$ cat src/sv/clns_pkg.sv
// Shared types, constants and helper functions for the character display
// nibble strobe sequencer. No dependencies.
`timescale 1ns / 1ps
`default_nettype none

package clns_pkg;

	// Request kinds
	localparam logic REQ_WRITE = 1'b0;
	localparam logic REQ_INIT  = 1'b1;

	// Configuration register indexes
	localparam int CFG_IDX_W = 3;
	localparam logic [CFG_IDX_W-1:0] CFG_ENABLE_SETUP   = 3'd0;
	localparam logic [CFG_IDX_W-1:0] CFG_STROBE_SETTLE  = 3'd1;
	localparam logic [CFG_IDX_W-1:0] CFG_LONG_CMD       = 3'd2;
	localparam logic [CFG_IDX_W-1:0] CFG_POWER_UP       = 3'd3;
	localparam logic [CFG_IDX_W-1:0] CFG_INIT_GAP_FIRST = 3'd4;
	localparam logic [CFG_IDX_W-1:0] CFG_INIT_GAP_SECOND = 3'd5;
	localparam int CFG_DATA_W = 16;

	// Register reset values
	localparam logic [7:0]  RST_ENABLE_SETUP    = 8'd1;
	localparam logic [15:0] RST_STROBE_SETTLE   = 16'd45;
	localparam logic [15:0] RST_LONG_CMD        = 16'd2000;
	localparam logic [15:0] RST_POWER_UP        = 16'd20000;
	localparam logic [15:0] RST_INIT_GAP_FIRST  = 16'd5000;
	localparam logic [15:0] RST_INIT_GAP_SECOND = 16'd200;

	// Instruction codes below this value are clear or home
	localparam logic [7:0] LONG_CMD_LIMIT = 8'h04;

	// Initialization: wake-up nibbles, then the instruction list
	localparam logic [3:0] WAKE_NIBBLE    = 4'h3;
	localparam logic [3:0] FOUR_BIT_NIBBLE = 4'h2;
	localparam logic [3:0] INIT_LAST_STEP = 4'd15;
	localparam logic [3:0] WAKE_STEPS     = 4'd4;
	localparam logic [2:0] INIT_CMD_BASE  = 3'd2;

	// Job queue depth
	localparam int FIFO_DEPTH = 4;
	localparam int FIFO_PTR_W = $clog2(FIFO_DEPTH);
	localparam int FIFO_CNT_W = $clog2(FIFO_DEPTH + 1);

	typedef struct packed {
		logic       init;
		logic [7:0] data_byte;
		logic       reg_select;
		logic       long_cmd;
	} job_t;

	typedef struct packed {
		logic [7:0]  enable_setup_us;
		logic [15:0] strobe_settle_us;
		logic [15:0] long_cmd_us;
		logic [15:0] power_up_us;
		logic [15:0] init_gap_first_us;
		logic [15:0] init_gap_second_us;
	} cfg_t;

	typedef struct packed {
		logic [3:0]  data_nibble;
		logic        reg_select;
		logic [15:0] wait_before_us;
		logic [7:0]  pulse_us;
		logic [15:0] wait_after_us;
		logic        last;
	} strobe_t;

	// Instruction list sent after the wake-up nibbles
	function automatic logic [7:0] init_cmd(input logic [2:0] idx);
		logic [7:0] c;
		case (idx)
			3'd0: c = 8'h28;
			3'd1: c = 8'h08;
			3'd2: c = 8'h01;
			3'd3: c = 8'h0C;
			3'd4: c = 8'h02;
			3'd5: c = 8'h80;
			default: c = 8'h00;
		endcase
		return c;
	endfunction

	// 16-bit add that clamps at all ones
	function automatic logic [15:0] sat_add16(input logic [15:0] a, input logic [15:0] b);
		logic [16:0] s;
		s = {1'b0, a} + {1'b0, b};
		return s[16] ? 16'hFFFF : s[15:0];
	endfunction

endpackage

`default_nettype wire

$ cat src/sv/clns_if.sv
// Valid/ready channel interfaces for requests and strobe descriptions.
// Depends on nothing.
`timescale 1ns / 1ps
`default_nettype none

interface clns_req_if;
	logic       valid;
	logic       ready;
	logic       req_type;
	logic [7:0] data_byte;
	logic       is_char;

	modport source (output valid, req_type, data_byte, is_char, input ready);
	modport sink (input valid, req_type, data_byte, is_char, output ready);
endinterface

interface clns_stb_if;
	logic        valid;
	logic        ready;
	logic [3:0]  data_nibble;
	logic        reg_select;
	logic [15:0] wait_before_us;
	logic [7:0]  pulse_us;
	logic [15:0] wait_after_us;
	logic        last;

	modport source (output valid, data_nibble, reg_select, wait_before_us, pulse_us,
		wait_after_us, last, input ready);
	modport sink (input valid, data_nibble, reg_select, wait_before_us, pulse_us,
		wait_after_us, last, output ready);
endinterface

`default_nettype wire

$ cat src/sv/clns_front.sv
// Front stage: takes requests and classifies them into jobs for the queue.
// Depends on clns_pkg and clns_if.
`timescale 1ns / 1ps
`default_nettype none

module clns_front (
	input  wire logic          clk,
	input  wire logic          arst_n,
	clns_req_if.sink           req,
	output clns_pkg::job_t     job,
	output logic               push,
	input  wire logic          full
);
	import clns_pkg::*;

	logic valid_s1;
	job_t job_s1;
	logic accept;

	// Stage frees up when empty or when its job moves into the queue
	assign push      = valid_s1 && !full;
	assign req.ready = !valid_s1 || !full;
	assign accept    = req.valid && req.ready;
	assign job       = job_s1;

	// Hold the valid flag of the stage
	always_ff @(posedge clk or negedge arst_n) begin
		if (!arst_n) begin
			valid_s1 <= 1'b0;
		end else if (accept) begin
			valid_s1 <= 1'b1;
		end else if (push) begin
			valid_s1 <= 1'b0;
		end
	end

	// Classify: initialization, or a byte write with a possible long wait
	always_ff @(posedge clk) begin
		if (accept) begin
			if (req.req_type == REQ_INIT) begin
				job_s1.init       <= 1'b1;
				job_s1.data_byte  <= 8'h00;
				job_s1.reg_select <= 1'b0;
				job_s1.long_cmd   <= 1'b0;
			end else begin
				job_s1.init       <= 1'b0;
				job_s1.data_byte  <= req.data_byte;
				job_s1.reg_select <= req.is_char;
				job_s1.long_cmd   <= !req.is_char && (req.data_byte < LONG_CMD_LIMIT);
			end
		end
	end

endmodule

`default_nettype wire

$ cat src/sv/clns_fifo.sv
// Short job queue between the front and back parts.
// Depends on clns_pkg.
`timescale 1ns / 1ps
`default_nettype none

module clns_fifo (
	input  wire logic          clk,
	input  wire logic          arst_n,
	input  wire logic          push,
	input  wire clns_pkg::job_t wr_job,
	output logic               full,
	input  wire logic          pop,
	output clns_pkg::job_t     rd_job,
	output logic               empty
);
	import clns_pkg::*;

	job_t                  mem_q [FIFO_DEPTH];
	logic [FIFO_PTR_W-1:0] wr_ptr_q;
	logic [FIFO_PTR_W-1:0] rd_ptr_q;
	logic [FIFO_CNT_W-1:0] count_q;

	assign full   = (count_q == FIFO_CNT_W'(FIFO_DEPTH));
	assign empty  = (count_q == '0);
	assign rd_job = mem_q[rd_ptr_q];

	// Advance pointers and occupancy
	always_ff @(posedge clk or negedge arst_n) begin
		if (!arst_n) begin
			wr_ptr_q <= '0;
			rd_ptr_q <= '0;
			count_q  <= '0;
		end else begin
			if (push) begin
				wr_ptr_q <= wr_ptr_q + 1'b1;
			end
			if (pop) begin
				rd_ptr_q <= rd_ptr_q + 1'b1;
			end
			if (push && !pop) begin
				count_q <= count_q + 1'b1;
			end else if (pop && !push) begin
				count_q <= count_q - 1'b1;
			end
		end
	end

	// Store pushed jobs
	always_ff @(posedge clk) begin
		if (push) begin
			mem_q[wr_ptr_q] <= wr_job;
		end
	end

endmodule

`default_nettype wire

$ cat src/sv/clns_back.sv
// Back part: steps through the strobes of the job at the queue head and
// drives the output register. Depends on clns_pkg and clns_if.
`timescale 1ns / 1ps
`default_nettype none

module clns_back (
	input  wire logic          clk,
	input  wire logic          arst_n,
	input  wire clns_pkg::cfg_t cfg,
	input  wire clns_pkg::job_t job,
	input  wire logic          empty,
	output logic               pop,
	clns_stb_if.source         stb
);
	import clns_pkg::*;

	logic [3:0] step_q;
	logic       out_valid_q;
	strobe_t    out_q;
	strobe_t    nxt;
	logic       advance;
	logic       load;
	logic [7:0] cmd;
	logic       long_wait;
	logic [15:0] before_add;
	logic [15:0] after_add;

	assign advance = !out_valid_q || stb.ready;
	assign load    = advance && !empty;
	assign pop     = load && nxt.last;

	// Describe the strobe for the current step of the head job
	always_comb begin
		cmd        = job.data_byte;
		long_wait  = 1'b0;
		before_add = '0;
		after_add  = '0;
		nxt.reg_select = job.reg_select;
		nxt.pulse_us   = cfg.enable_setup_us;
		nxt.last       = step_q[0];
		if (job.init) begin
			nxt.reg_select = 1'b0;
			nxt.last       = (step_q == INIT_LAST_STEP);
			cmd            = init_cmd(step_q[3:1] - INIT_CMD_BASE);
			long_wait      = step_q[0] && (cmd < LONG_CMD_LIMIT);
		end else begin
			long_wait = step_q[0] && job.long_cmd;
		end
		nxt.data_nibble = step_q[0] ? cmd[3:0] : cmd[7:4];
		if (job.init && step_q < WAKE_STEPS) begin
			nxt.data_nibble = (step_q == 4'd3) ? FOUR_BIT_NIBBLE : WAKE_NIBBLE;
			long_wait       = 1'b0;
			if (step_q == 4'd0) begin
				before_add = cfg.power_up_us;
				after_add  = cfg.init_gap_first_us;
			end else if (step_q == 4'd1) begin
				after_add = cfg.init_gap_second_us;
			end
		end
		if (long_wait) begin
			after_add = cfg.long_cmd_us;
		end
		nxt.wait_before_us = sat_add16({8'h00, cfg.enable_setup_us}, before_add);
		nxt.wait_after_us  = sat_add16(cfg.strobe_settle_us, after_add);
	end

	// Advance the step counter; wrap when the job leaves the queue
	always_ff @(posedge clk or negedge arst_n) begin
		if (!arst_n) begin
			step_q      <= '0;
			out_valid_q <= 1'b0;
		end else if (advance) begin
			out_valid_q <= !empty;
			if (load) begin
				step_q <= nxt.last ? 4'd0 : step_q + 4'd1;
			end
		end
	end

	// Output register
	always_ff @(posedge clk) begin
		if (load) begin
			out_q <= nxt;
		end
	end

	assign stb.valid          = out_valid_q;
	assign stb.data_nibble    = out_q.data_nibble;
	assign stb.reg_select     = out_q.reg_select;
	assign stb.wait_before_us = out_q.wait_before_us;
	assign stb.pulse_us       = out_q.pulse_us;
	assign stb.wait_after_us  = out_q.wait_after_us;
	assign stb.last           = out_q.last;

endmodule

`default_nettype wire

$ cat src/sv/char_lcd_nibble_strobe_sequencer_core.sv
// Character display nibble strobe sequencer, top level.
// Channels: req (sink) takes a byte write or an initialization request;
// stb (source) gives one strobe description per enable pulse, with last set
// on the final strobe of each request. A byte write yields two strobes (high
// nibble, then low nibble); an initialization yields sixteen.
// cfg_we/cfg_index/cfg_data write the six timing registers; writes to an
// index past the list are dropped. Write them only while the block is idle.
// The first strobe of a request goes from its transfer through the front
// stage, the job queue and then the output register.
// Throughput: one strobe per cycle while the receiver is ready, set by the
// back part's step counter; the front keeps taking requests until the
// front stage and the four-entry job queue are both full.
// Reset clears the front stage, queue and output valid flag and loads the
// registers with their defaults. When the receiver stalls, the output holds
// and the back part waits; requests still land in the queue until it fills.
// Depends on clns_pkg, clns_if, clns_front, clns_fifo and clns_back.
`timescale 1ns / 1ps
`default_nettype none

module char_lcd_nibble_strobe_sequencer_core (
	input  wire logic                          clk,
	input  wire logic                          arst_n,
	clns_req_if.sink                           req,
	clns_stb_if.source                         stb,
	input  wire logic                          cfg_we,
	input  wire logic [clns_pkg::CFG_IDX_W-1:0] cfg_index,
	input  wire logic [clns_pkg::CFG_DATA_W-1:0] cfg_data
);
	import clns_pkg::*;

	cfg_t cfg_q;
	job_t front_job;
	job_t head_job;
	logic push;
	logic full;
	logic pop;
	logic empty;

	// Timing registers
	always_ff @(posedge clk or negedge arst_n) begin
		if (!arst_n) begin
			cfg_q.enable_setup_us    <= RST_ENABLE_SETUP;
			cfg_q.strobe_settle_us   <= RST_STROBE_SETTLE;
			cfg_q.long_cmd_us        <= RST_LONG_CMD;
			cfg_q.power_up_us        <= RST_POWER_UP;
			cfg_q.init_gap_first_us  <= RST_INIT_GAP_FIRST;
			cfg_q.init_gap_second_us <= RST_INIT_GAP_SECOND;
		end else if (cfg_we) begin
			case (cfg_index)
				CFG_ENABLE_SETUP:    cfg_q.enable_setup_us    <= cfg_data[7:0];
				CFG_STROBE_SETTLE:   cfg_q.strobe_settle_us   <= cfg_data;
				CFG_LONG_CMD:        cfg_q.long_cmd_us        <= cfg_data;
				CFG_POWER_UP:        cfg_q.power_up_us        <= cfg_data;
				CFG_INIT_GAP_FIRST:  cfg_q.init_gap_first_us  <= cfg_data;
				CFG_INIT_GAP_SECOND: cfg_q.init_gap_second_us <= cfg_data;
				default: ;
			endcase
		end
	end

	clns_front u_front (
		.clk    (clk),
		.arst_n (arst_n),
		.req    (req),
		.job    (front_job),
		.push   (push),
		.full   (full)
	);

	clns_fifo u_fifo (
		.clk    (clk),
		.arst_n (arst_n),
		.push   (push),
		.wr_job (front_job),
		.full   (full),
		.pop    (pop),
		.rd_job (head_job),
		.empty  (empty)
	);

	clns_back u_back (
		.clk    (clk),
		.arst_n (arst_n),
		.cfg    (cfg_q),
		.job    (head_job),
		.empty  (empty),
		.pop    (pop),
		.stb    (stb)
	);

	// Queue is never pushed when full nor popped when empty
	a_no_overflow: assert property (@(posedge clk) disable iff (!arst_n)
		push |-> !full) else $error("job queue pushed while full");

	a_no_underflow: assert property (@(posedge clk) disable iff (!arst_n)
		pop |-> !empty) else $error("job queue popped while empty");

	// Pulse width always reflects the setup register
	a_pulse_cfg: assert property (@(posedge clk) disable iff (!arst_n)
		stb.valid |-> (stb.pulse_us == cfg_q.enable_setup_us))
		else $error("pulse width differs from setup register");

endmodule

`default_nettype wire
$ cat src/flat_wrapper.sv
// flat-port wrapper written by rule: the top's interface ports become plain ports
module char_lcd_nibble_strobe_sequencer_core_flat import clns_pkg::*;
  (clk, arst_n, cfg_we, cfg_index, cfg_data, req_valid, req_req_type, req_data_byte, req_is_char, req_ready, stb_valid, stb_data_nibble, stb_reg_select, stb_wait_before_us, stb_pulse_us, stb_wait_after_us, stb_last, stb_ready);
  clns_req_if req_i ();
  clns_stb_if stb_i ();
  input  wire logic clk;
  input  wire logic arst_n;
  input  wire logic cfg_we;
  input  wire logic [clns_pkg::CFG_IDX_W-1:0] cfg_index;
  input  wire logic [clns_pkg::CFG_DATA_W-1:0] cfg_data;
  input wire logic [$bits(req_i.valid)-1:0] req_valid;
  input wire logic [$bits(req_i.req_type)-1:0] req_req_type;
  input wire logic [$bits(req_i.data_byte)-1:0] req_data_byte;
  input wire logic [$bits(req_i.is_char)-1:0] req_is_char;
  output wire logic [$bits(req_i.ready)-1:0] req_ready;
  output wire logic [$bits(stb_i.valid)-1:0] stb_valid;
  output wire logic [$bits(stb_i.data_nibble)-1:0] stb_data_nibble;
  output wire logic [$bits(stb_i.reg_select)-1:0] stb_reg_select;
  output wire logic [$bits(stb_i.wait_before_us)-1:0] stb_wait_before_us;
  output wire logic [$bits(stb_i.pulse_us)-1:0] stb_pulse_us;
  output wire logic [$bits(stb_i.wait_after_us)-1:0] stb_wait_after_us;
  output wire logic [$bits(stb_i.last)-1:0] stb_last;
  input wire logic [$bits(stb_i.ready)-1:0] stb_ready;
  assign req_i.valid = req_valid;
  assign req_i.req_type = req_req_type;
  assign req_i.data_byte = req_data_byte;
  assign req_i.is_char = req_is_char;
  assign req_ready = req_i.ready;
  assign stb_valid = stb_i.valid;
  assign stb_data_nibble = stb_i.data_nibble;
  assign stb_reg_select = stb_i.reg_select;
  assign stb_wait_before_us = stb_i.wait_before_us;
  assign stb_pulse_us = stb_i.pulse_us;
  assign stb_wait_after_us = stb_i.wait_after_us;
  assign stb_last = stb_i.last;
  assign stb_i.ready = stb_ready;
  char_lcd_nibble_strobe_sequencer_core u_core (.clk(clk), .arst_n(arst_n), .req(req_i), .stb(stb_i), .cfg_we(cfg_we), .cfg_index(cfg_index), .cfg_data(cfg_data));
endmodule
$ cat config.mk
export PLATFORM = sky130hd
export DESIGN_NAME = char_lcd_nibble_strobe_sequencer_core_flat
export DESIGN_NICKNAME = d
export VERILOG_FILES = /design/src/sv/clns_pkg.sv /design/src/sv/clns_if.sv /design/src/sv/clns_front.sv /design/src/sv/clns_fifo.sv /design/src/sv/clns_back.sv /design/src/sv/char_lcd_nibble_strobe_sequencer_core.sv /design/src/flat_wrapper.sv
export SDC_FILE = /design/constraint.sdc
export NUM_CORES = 1
export LEC_CHECK = 0
export BUFFER_PORTS_ARGS = -buffer_cell sky130_fd_sc_hd__buf_2
export CORE_AREA = 3 3 139 141
export CTS_BUF_LIST = sky130_fd_sc_hd__clkbuf_16
export DETAILED_ROUTE_END_ITERATION = 12
export DIE_AREA = 0 0 142 144
export HOLD_SLACK_MARGIN = 0.06
export PLACE_DENSITY = 0.78
export SYNTH_ARGS = -nofsm -noshare
export SYNTH_HDL_FRONTEND = slang
export SYNTH_HIERARCHICAL = 1
export SYNTH_SLANG_ARGS = --single-unit
$ cat constraint.sdc
create_clock -name clk -period 4.1 [get_ports clk]
set_clock_uncertainty 0.1 [all_clocks]
set_input_delay 0.41 -clock clk [delete_from_list [all_inputs] [get_ports clk]]
set_output_delay 0.41 -clock clk [all_outputs]
set_load 0.02 [all_outputs]
Yosys cells after proc, flatten, opt, wreduce, memory -nomap -nowiden
Memories as Yosys holds them, arrays and structs flattened.
Index checks and enable logic that the tools add are counted.
Word-level totals
  bits of input ports: 34
  memories kept: 1
  flip-flop bits (word level): 158
  logic and storage cells: 103
  memory bits (writable): 44
Memory list
  u_core.u_fifo.mem_q: depth 4, bits a word 11, read ports 1, clocked after Yosys merged registers in 0, write ports 1, RTL line clns_fifo.sv:18  | job_t mem_q [FIFO_DEPTH];
Operators by class
  equality and inequality tests: 14
  multiplexer cells: 23
  $lt $le $gt $ge: 3
  add/subtract/negate cells: 8
  reduce and logical (&&, ||, !) cells: 32
Operators by type and width (number)
  two-way mux 16 bit: 6
  one-hot mux 8 bit (6 select lines): 1
  adder 16 x 16 -> 17 bit: 1
  adder 8 x 16 -> 17 bit: 1
  less-than comparator 8 x 3 -> 1 bit (second input constant): 2
  two-way mux 8 bit: 2
  == test 3 bit (second input constant): 5
  AND reduction 2 bit: 7
  == test 3 x 2 -> 1 bit (second input constant): 4
  two-way mux 4 bit: 3
  two-way mux 11 bit: 1
  logical AND 1 bit: 10
  logical NOT 3 bit: 3
  two-way mux 1 bit: 8
  logical NOT 1 bit: 7
  == test 3 x 1 -> 1 bit (second input constant): 2
  two-way mux 3 bit: 2
  adder 2 x 1 -> 2 bit (second input constant): 2
  adder 4 x 1 -> 4 bit (second input constant): 1
  == test 4 x 1 -> 1 bit (second input constant): 1
  == test 4 x 2 -> 1 bit (second input constant): 1
  == test 4 bit (second input constant): 1
  logical NOT 4 bit: 1
  less-than comparator 4 x 3 -> 1 bit (second input constant): 1
  other kinds (5): 7

Depth between registers and ports, before layout
Gate-level depths: netlist of the first run.
  depth in word-level cells: 10
  gate-level depth with buffers: 18

By module
The synthesis of the first run kept the hierarchy.
By module, submodules not included
  clns_back: times used 1, area each 3738.6 um2, cells each 407, seq. area each 1506.4 um2
  char_lcd_nibble_strobe_sequencer_core: times used 1, area each 3535.9 um2, cells each 191, seq. area each 2232.1 um2
  clns_fifo: times used 1, area each 1986.9 um2, cells each 91, seq. area each 1496.4 um2
  clns_front: times used 1, area each 452.9 um2, cells each 28, seq. area each 355.3 um2

Least setup slack after synthesis of the first run
OpenSTA, ideal clock, no wires.
  path kind: register -> register
  start: register u_core.u_fifo.rd_ptr_q[0]
  end: register u_core.u_back.out_q, in the netlist u_core/u_back/stb.wait_after_us[1], data pin
  arrival time: 3471 ps
  path slack: 276 ps
  cell stages (with the launch flop): 16
  period minus slack after synthesis: 3824 ps
  library setup time: 253 ps
  cells stage by stage: dfrtp_1 mux4_1 clkbuf_1 mux2i_1 nor2_1 clkbuf_1 nand2_1 o21ai_0 ha_1 a21o_1 a31o_2 o211ai_1 o21ai_1 a21boi_2 buf_4 nand2_1
RTL lines
  from (decl): RTL line clns_fifo.sv:20  | logic [FIFO_PTR_W-1:0] rd_ptr_q;
  from (signal assigned): RTL line clns_fifo.sv:38  | rd_ptr_q <= rd_ptr_q + 1'b1;
  to (signal assigned): RTL line clns_back.sv:83  | out_q <= nxt;
  to (decl): RTL line clns_back.sv:19  | strobe_t out_q;

==> qor.csv, run 1 <==
metric;value;unit
run_status;finished, final reports clean;
antenna_found_initial;0;
utilization;61.4;%
n_antenna_cell;0;
slowest_delay;560;ps
grtUsageMet2;32.6;%
dr.first_iter.drc_count;425;
grt_start_max_net_pins;85;
grt_pass1_vias;6171;
start_kind;flop;
cts_buffers;22;
start_util;53.7;%
ys_seq_area_share;57.5;%
drt_wl_total;19.3;mm
fmax;260;MHz
synth.avg_cell_area;13.5;µm²
row_count;49;
cts_sinks;202;
fp.dieH;144;µm
final-setup-viol-count;0;
worstPathArrival;3990;ps
max_cap_viol_count;0;
synth_edf_count;101;
vdd_ir_drop_max;381;µV
io_pins;82;
endpoint_kind;flop;
h-tree-depth;1;
crit_family;compound AO/OA/AOI/OAI gates;
yosysWarningCount;6;
dr.pass1.iters;4;
synth_top_area_share;31.2;%
synth.net_count;791;
cpMaxStageDelayCell;mux4_1;
critPathMaxFanout;16;
core_area;18100;µm²
synth_area;9710;µm²
relSlewSlack;28.9;%
critPathKind;reg2reg;
clk_latency;500;ps
pre_cts_ws;229;ps
ys_seq_elements;202;
grt_usage;19.1;%
routed_via_density;5.66;
worstPathCellList;buf_12, mux4_1, mux2i_1, nor2_1, buf_4, nand2_1, o21ai_0, ha_1, a21o_1, a31o_2, o211ai_1, o21ai_2, a21boi_2, buf_6, o21ai_0;
final_cells;1062;
required;4230;ps
min_path_type;in2reg;
path_clk_slew;60;ps
total_power;8.59;mW
yosysUniqueCellTypes;54;
synth_top_area_cell;edfxtp_1;
die_area;20400;µm²
busiest_layer;met2;
synth_area_leaders;edfxtp_1, dfrtp_1, mux2_2;
wl_per_cell;18.2;µm
cts_tree;done;
min_period;3850;ps
grt_pass1_wl;31.5;mm
period_share;94.0;%
die_w;142;µm
vias;6007;
clockBufferDepth;3;
crit_top_cell;o21ai_0;
syn2layout_area_growth;14.2;%
grt_util_met3;2.84;%
power_density;774;nW/µm²
cts-root-buf;clkbuf_16;
use_met1;24.9;%
yosysMostFrequentCell;edfxtp_1;
fin_ws;246;ps
dpl.cell_count;1020;
synthCells;717;
cts_setup_buffers;0;
power.leakage;4.61;nW
portBuffers;81;
dp_hpwl;13.4;mm
fin_nets;891;
path_buf_inv;3;
hold_viol;0;
antenna_left;0;
drv_slew;0;
drive_gt1_share;31.7;%
synthTopCellsByCount;edfxtp_1, dfrtp_1, nand2_1;
worst_pin_slew;1070;ps
grt-ovfl-total;0;
synth_async_sr_flop_share;50.0;%
routabilityCongestion;0.884;
synth_ff_type;edfxtp_1;
drc;0;
==> cell type report <==
| type | instances | area [µm²] |
|---|---|---|
| multi-input combinational | 476 | 3890 |
| fill | 1372 | 6990 |
| clock inverter | 17 | 124 |
| tap | 229 | 287 |
| inverter | 14 | 52.6 |
| clock buffer | 23 | 576 |
| sequential | 202 | 5590 |
| timing repair buffer | 101 | 579 |
==> power by group <==
group          internal (mW)  switching [mW]  total, mW
Clock                   1.13           0.760       1.89
Combinational           1.43            2.03       3.46
Sequential              2.94           0.291       3.23
==> registers in the layout, summed over array words and instances, names as in the netlist <==
signal	flops
u_core/cfg_q	88
u_core/u_fifo/mem_q	44
u_core/u_back/stb.wait_after_us	16
u_core/u_back/stb.wait_before_us	16
u_core/u_front/job	11
u_core/u_back/stb.pulse_us	8
u_core/u_back/stb.data_nibble	4
u_core/u_back/step_q	4
u_core/u_fifo/count_q	3
u_core/u_fifo/rd_ptr_q	2
u_core/u_fifo/wr_ptr_q	2
u_core/u_back/stb.last	1
u_core/u_back/stb.reg_select	1
u_core/u_back/stb.valid	1
u_core/u_front/valid_s1	1
==> metrics by stage <==
step	cell area, µm²	hold WS (ps)	setup TNS, ps
after floorplan	9710	14.4	0
after global placement	10300	375	0
after detailed placement	10300	377	0
after CTS	11100	68.0	0
after global routing	11100	106	-9.90
final	11100	84.1	0
==> worst paths after layout <==
check | cells after the start | end | slack, ps | startpoint
setup / recovery | 15 | u_core/u_back/stb.wait_after_us[3] | 250 | u_core/u_fifo/rd_ptr_q[0]
hold / removal | 3 | u_core/u_back/stb.valid | 80 | stb_ready
setup reg to reg | 15 | u_core/u_back/stb.wait_after_us[3] | 250 | u_core/u_fifo/rd_ptr_q[0]
hold reg to reg | 0 | u_core/u_fifo/mem_q[1][5] | 390 | u_core/u_front/job[5]
max in group asynchronous | 3 | u_core/cfg_q[56] | 2410 | arst_n
min in group asynchronous | 2 | u_core/cfg_q[82] | 550 | arst_n
==> cell families (layout without fill, tap and decap cells) <==
| family | Yosys count | after routing | share of synthesized area [%] |
|---|---|---|---|
| xor gates and xnor gates | 23 | 23 | 2.07 |
| adders and majority gates | 40 | 40 | 5.38 |
| DFF | 202 | 202 | 57.5 |
| buffers and inverters | 39 | 155 | 2.63 |
| AOI/OAI and AO/OA | 119 | 119 | 7.77 |
| and+or+nand+nor | 190 | 190 | 10.1 |
| muxes | 104 | 104 | 14.5 |
==> routing by layer <==
metal  vias to the layer above  routed length, µm
li1                       2846                  -
met1                      2984               8230
met2                       136               9680
met3                        41                719
met4                         0                671
met5                         -                  0
==> cell usage in the layout, fill, tap and decap left out, types with 11 or more instances in the layout <==
cell         n
dfrtp_1     77
xnor2_1     11
nor2_1      33
o21ai_0     37
mux2_4      25
inv_1       19
edfxtp_1   101
buf_4       17
dfstp_2     24
buf_2       80
a21oi_1     31
and2_1      15
nor2b_1     16
xor2_1      12
mux2_2      64
ha_1        37
nand2_1     67
nor3_1      12
clkbuf_16   23
==> timing repair <==
action,CTS,global route
endpoints found under the setup margin,0,16
resized for setup,0,9
hold buffers,2,0
hold endpoints to repair,38,0
==> worst reg2reg max path, delay by kind of cell (launching register included) <==
| kind | cells | cell delay (ps) |
|---|---|---|
| and+or+nand+nor | 2 | 130 |
| DFF | 1 | 410 |
| buffers and inverters | 3 | 550 |
| AOI/OAI and AO/OA | 7 | 1340 |
| muxes | 2 | 700 |
| adders and majority gates | 1 | 360 |
Note: power is estimated with default switching activity, not from simulation.
==> inputs of run 2 (changes only) <==
Settings changed: CELL_PAD_IN_SITES_DETAIL_PLACEMENT set to 1, CELL_PAD_IN_SITES_GLOBAL_PLACEMENT set to 1, CORE_AREA 3 3 139 141 to 3 3 151 153, DIE_AREA 0 0 142 144 to 0 0 154 156, PLACE_DENSITY 0.78 to 0.79.
==> qor.csv, run 2 (synthesis results as in run 1) <==
metric;value;unit;change
run_status;finished, final reports clean;;
drc;0;;unchanged
dp_hpwl;15.0;mm;+12%
drv_slew;0;;unchanged
multi_input_area;3890;µm²;about the same
fillerInstances;2194;;+60%
critPathKind;reg2reg;;
row_count;54;;+10%
reg2regPathDepth;15;;unchanged
antenna_left;0;;unchanged
dr.first_iter.drc_count;259;;-39%
h-tree-depth;1;;unchanged
path_clk_slew;60;ps;about the same
antenna_found_initial;0;;unchanged
dr.pass1.iters;4;;unchanged
die_w;154;µm;+8.5%
n_antenna_cell;0;;unchanged
cts-root-buf;clkbuf_16;;
max_cap_viol_count;0;;unchanged
regMostFlops;u_core/cfg_q;;
portBuffers;81;;unchanged
placed_area;10400;µm²;+0.76%
hold_viol;0;;unchanged
r2r_slack;210;ps;-30 ps
vias;6058;;+0.85%
top_regs;u_core/cfg_q (88), u_core/u_fifo/mem_q (44);;
r2r-end;u_core/u_back/stb.wait_after_us[3];;
critPathMaxFanout;15;;-1
largest_register_ffs;88;;unchanged
timing.hold.ws;93.2;ps;+9.10 ps
grt_pass1_wl;35.1;mm;+11%
grt_pass1_vias;6627;;+7.4%
crit_family;compound AO/OA/AOI/OAI gates;;
grt-ovfl-total;0;;unchanged
hold-path-cell-count;2;;-1
power_density;774;nW/µm²;about the same
cts_buffers;23;;+4.5%
clk_latency;520;ps;+20 ps
relSlewSlack;32.8;%;+3.9 points
power.leakage;4.64;nW;+0.70%
min_path_type;in2reg;;
fin_ws;213;ps;-33.8 ps
holdPathEnd;u_core/u_front/job[9];;
pre_cts_ws;116;ps;-113 ps
start_kind;flop;;
drive_gt1_share;32.6;%;+0.93 points
drt_wl_total;21.3;mm;+11%
io_pins;82;;unchanged
die_area;24000;µm²;+17%
layout_commonest_cell;edfxtp_1;;
wl_per_cell;19.1;µm;+4.9%
r2r-start;u_core/u_fifo/rd_ptr_q[0];;
routabilityCongestion;0.805;;-9.0%
worstPathCellList;mux4_2, mux2i_1, nor2_1, buf_6, buf_4, nand2_1, o21ai_1, ha_1, a21o_1, a31o_2, o211ai_1, o21ai_2, a21boi_2, buf_6, o21ai_0;;
final_cell_area;11200;µm²;+1.1%
cts_sinks;202;;unchanged
routed_via_density;5.41;;-4.4%
layout_common_cells;edfxtp_1, buf_2, dfrtp_1;;
clockBufferDepth;3;;unchanged
fp.dieH;156;µm;+8.3%
seqCellArea;5590;µm²;unchanged
syn2layout_area_growth;15.5;%;
fin_nets;897;;+0.67%
worstHoldStart;req_data_byte[7];;
grt_usage;18.0;%;-1.1 points
crit_top_cell;buf_6;;
core_area;21700;µm²;+20%
grt_start_max_net_pins;51;;-40%
min_period;3890;ps;+33.8 ps
required;4260;ps;+30 ps
final-setup-viol-count;0;;unchanged
endpoint_kind;flop;;
start_util;44.8;%;-8.9 points
period_share;94.8;%;+0.83 points
path_buf_inv;3;;unchanged
cts_tree;done;;
vdd_ir_drop_max;391;µV;+2.7%
worstPathArrival;4050;ps;+60 ps
slowest_delay;540;ps;-20 ps
cpMaxStageDelayCell;mux4_2;;
fmax;257;MHz;-0.87%
worst_pin_slew;1010;ps;-58.0 ps
## run 2: cell types whose count changed in the layout (fill, tap and decap cells not counted), sizes merged
cell | before | now
clkinv | 8 | 10
buf | 99 | 103
dlygate4sd3 | 2 | 3
## run 2: cell type report
class                   count  share of cell area, %
multi-input cells         476                   34.6
clock inverters            19                   1.42
repair buffers            106                   5.44
flip-flops and latches    202                   49.8
well taps                 280                   3.12
clock buffers              23                   5.13
inverters                  14                  0.468
## run 2: metal layers
metal	vias to the layer above	GRT usage, %	routed length (µm)
li1	2843	-	-
met1	3081	22.2	9020
met2	103	33.4	11200
met3	31	2.41	639
met4	0	4.33	437
met5	-	0	0
## run 2: what timing repair did
item,CTS,global route
hold buffers,3,0
buffers inserted,0,2
setup endpoints to repair,3,27
hold endpoints to repair,20,0
pin swaps,0,3
resized for setup,2,7
## run 2: metrics by stage
stage	total power, mW	setup TNS, ps	utilization (%)	instances
after detailed placement	6.70	0	48.0	1073
after global routing	9.33	-14.3	51.8	1120
after CTS	8.76	0	51.6	1118
final	8.69	0	51.8	1120
after global placement	6.56	0	48.0	1073
after floorplan	5.64	0	-	717
## run 2: where the power goes
group	switching, mW	leakage (nW)	internal (mW)	total [mW]
registers	0.282	2.15	2.94	3.23
logic	2.05	2.12	1.43	3.49
clock network	0.821	0.375	1.16	1.98
total	3.16	4.64	5.53	8.69
## run 2: how the worst max path moves through the flow
stage / from / to / slack (ps) / cells after the start
global route: u_core/u_fifo/rd_ptr_q[0] / u_core/u_back/stb.wait_after_us[3] / -6 / 15
CTS: u_core/u_fifo/rd_ptr_q[0] / u_core/u_back/stb.wait_before_us[4] / 120 / 11
detailed placement: u_core/u_fifo/rd_ptr_q[0] / u_core/u_back/stb.wait_after_us[12] / 120 / 15
global placement: u_core/u_fifo/rd_ptr_q[0] / u_core/u_back/stb.wait_after_us[14] / 260 / 15
finish: u_core/u_fifo/rd_ptr_q[0] / u_core/u_back/stb.wait_after_us[3] / 210 / 15
floorplan: u_core/u_fifo/rd_ptr_q[0] / u_core/u_back/stb.wait_after_us[1] / 280 / 15
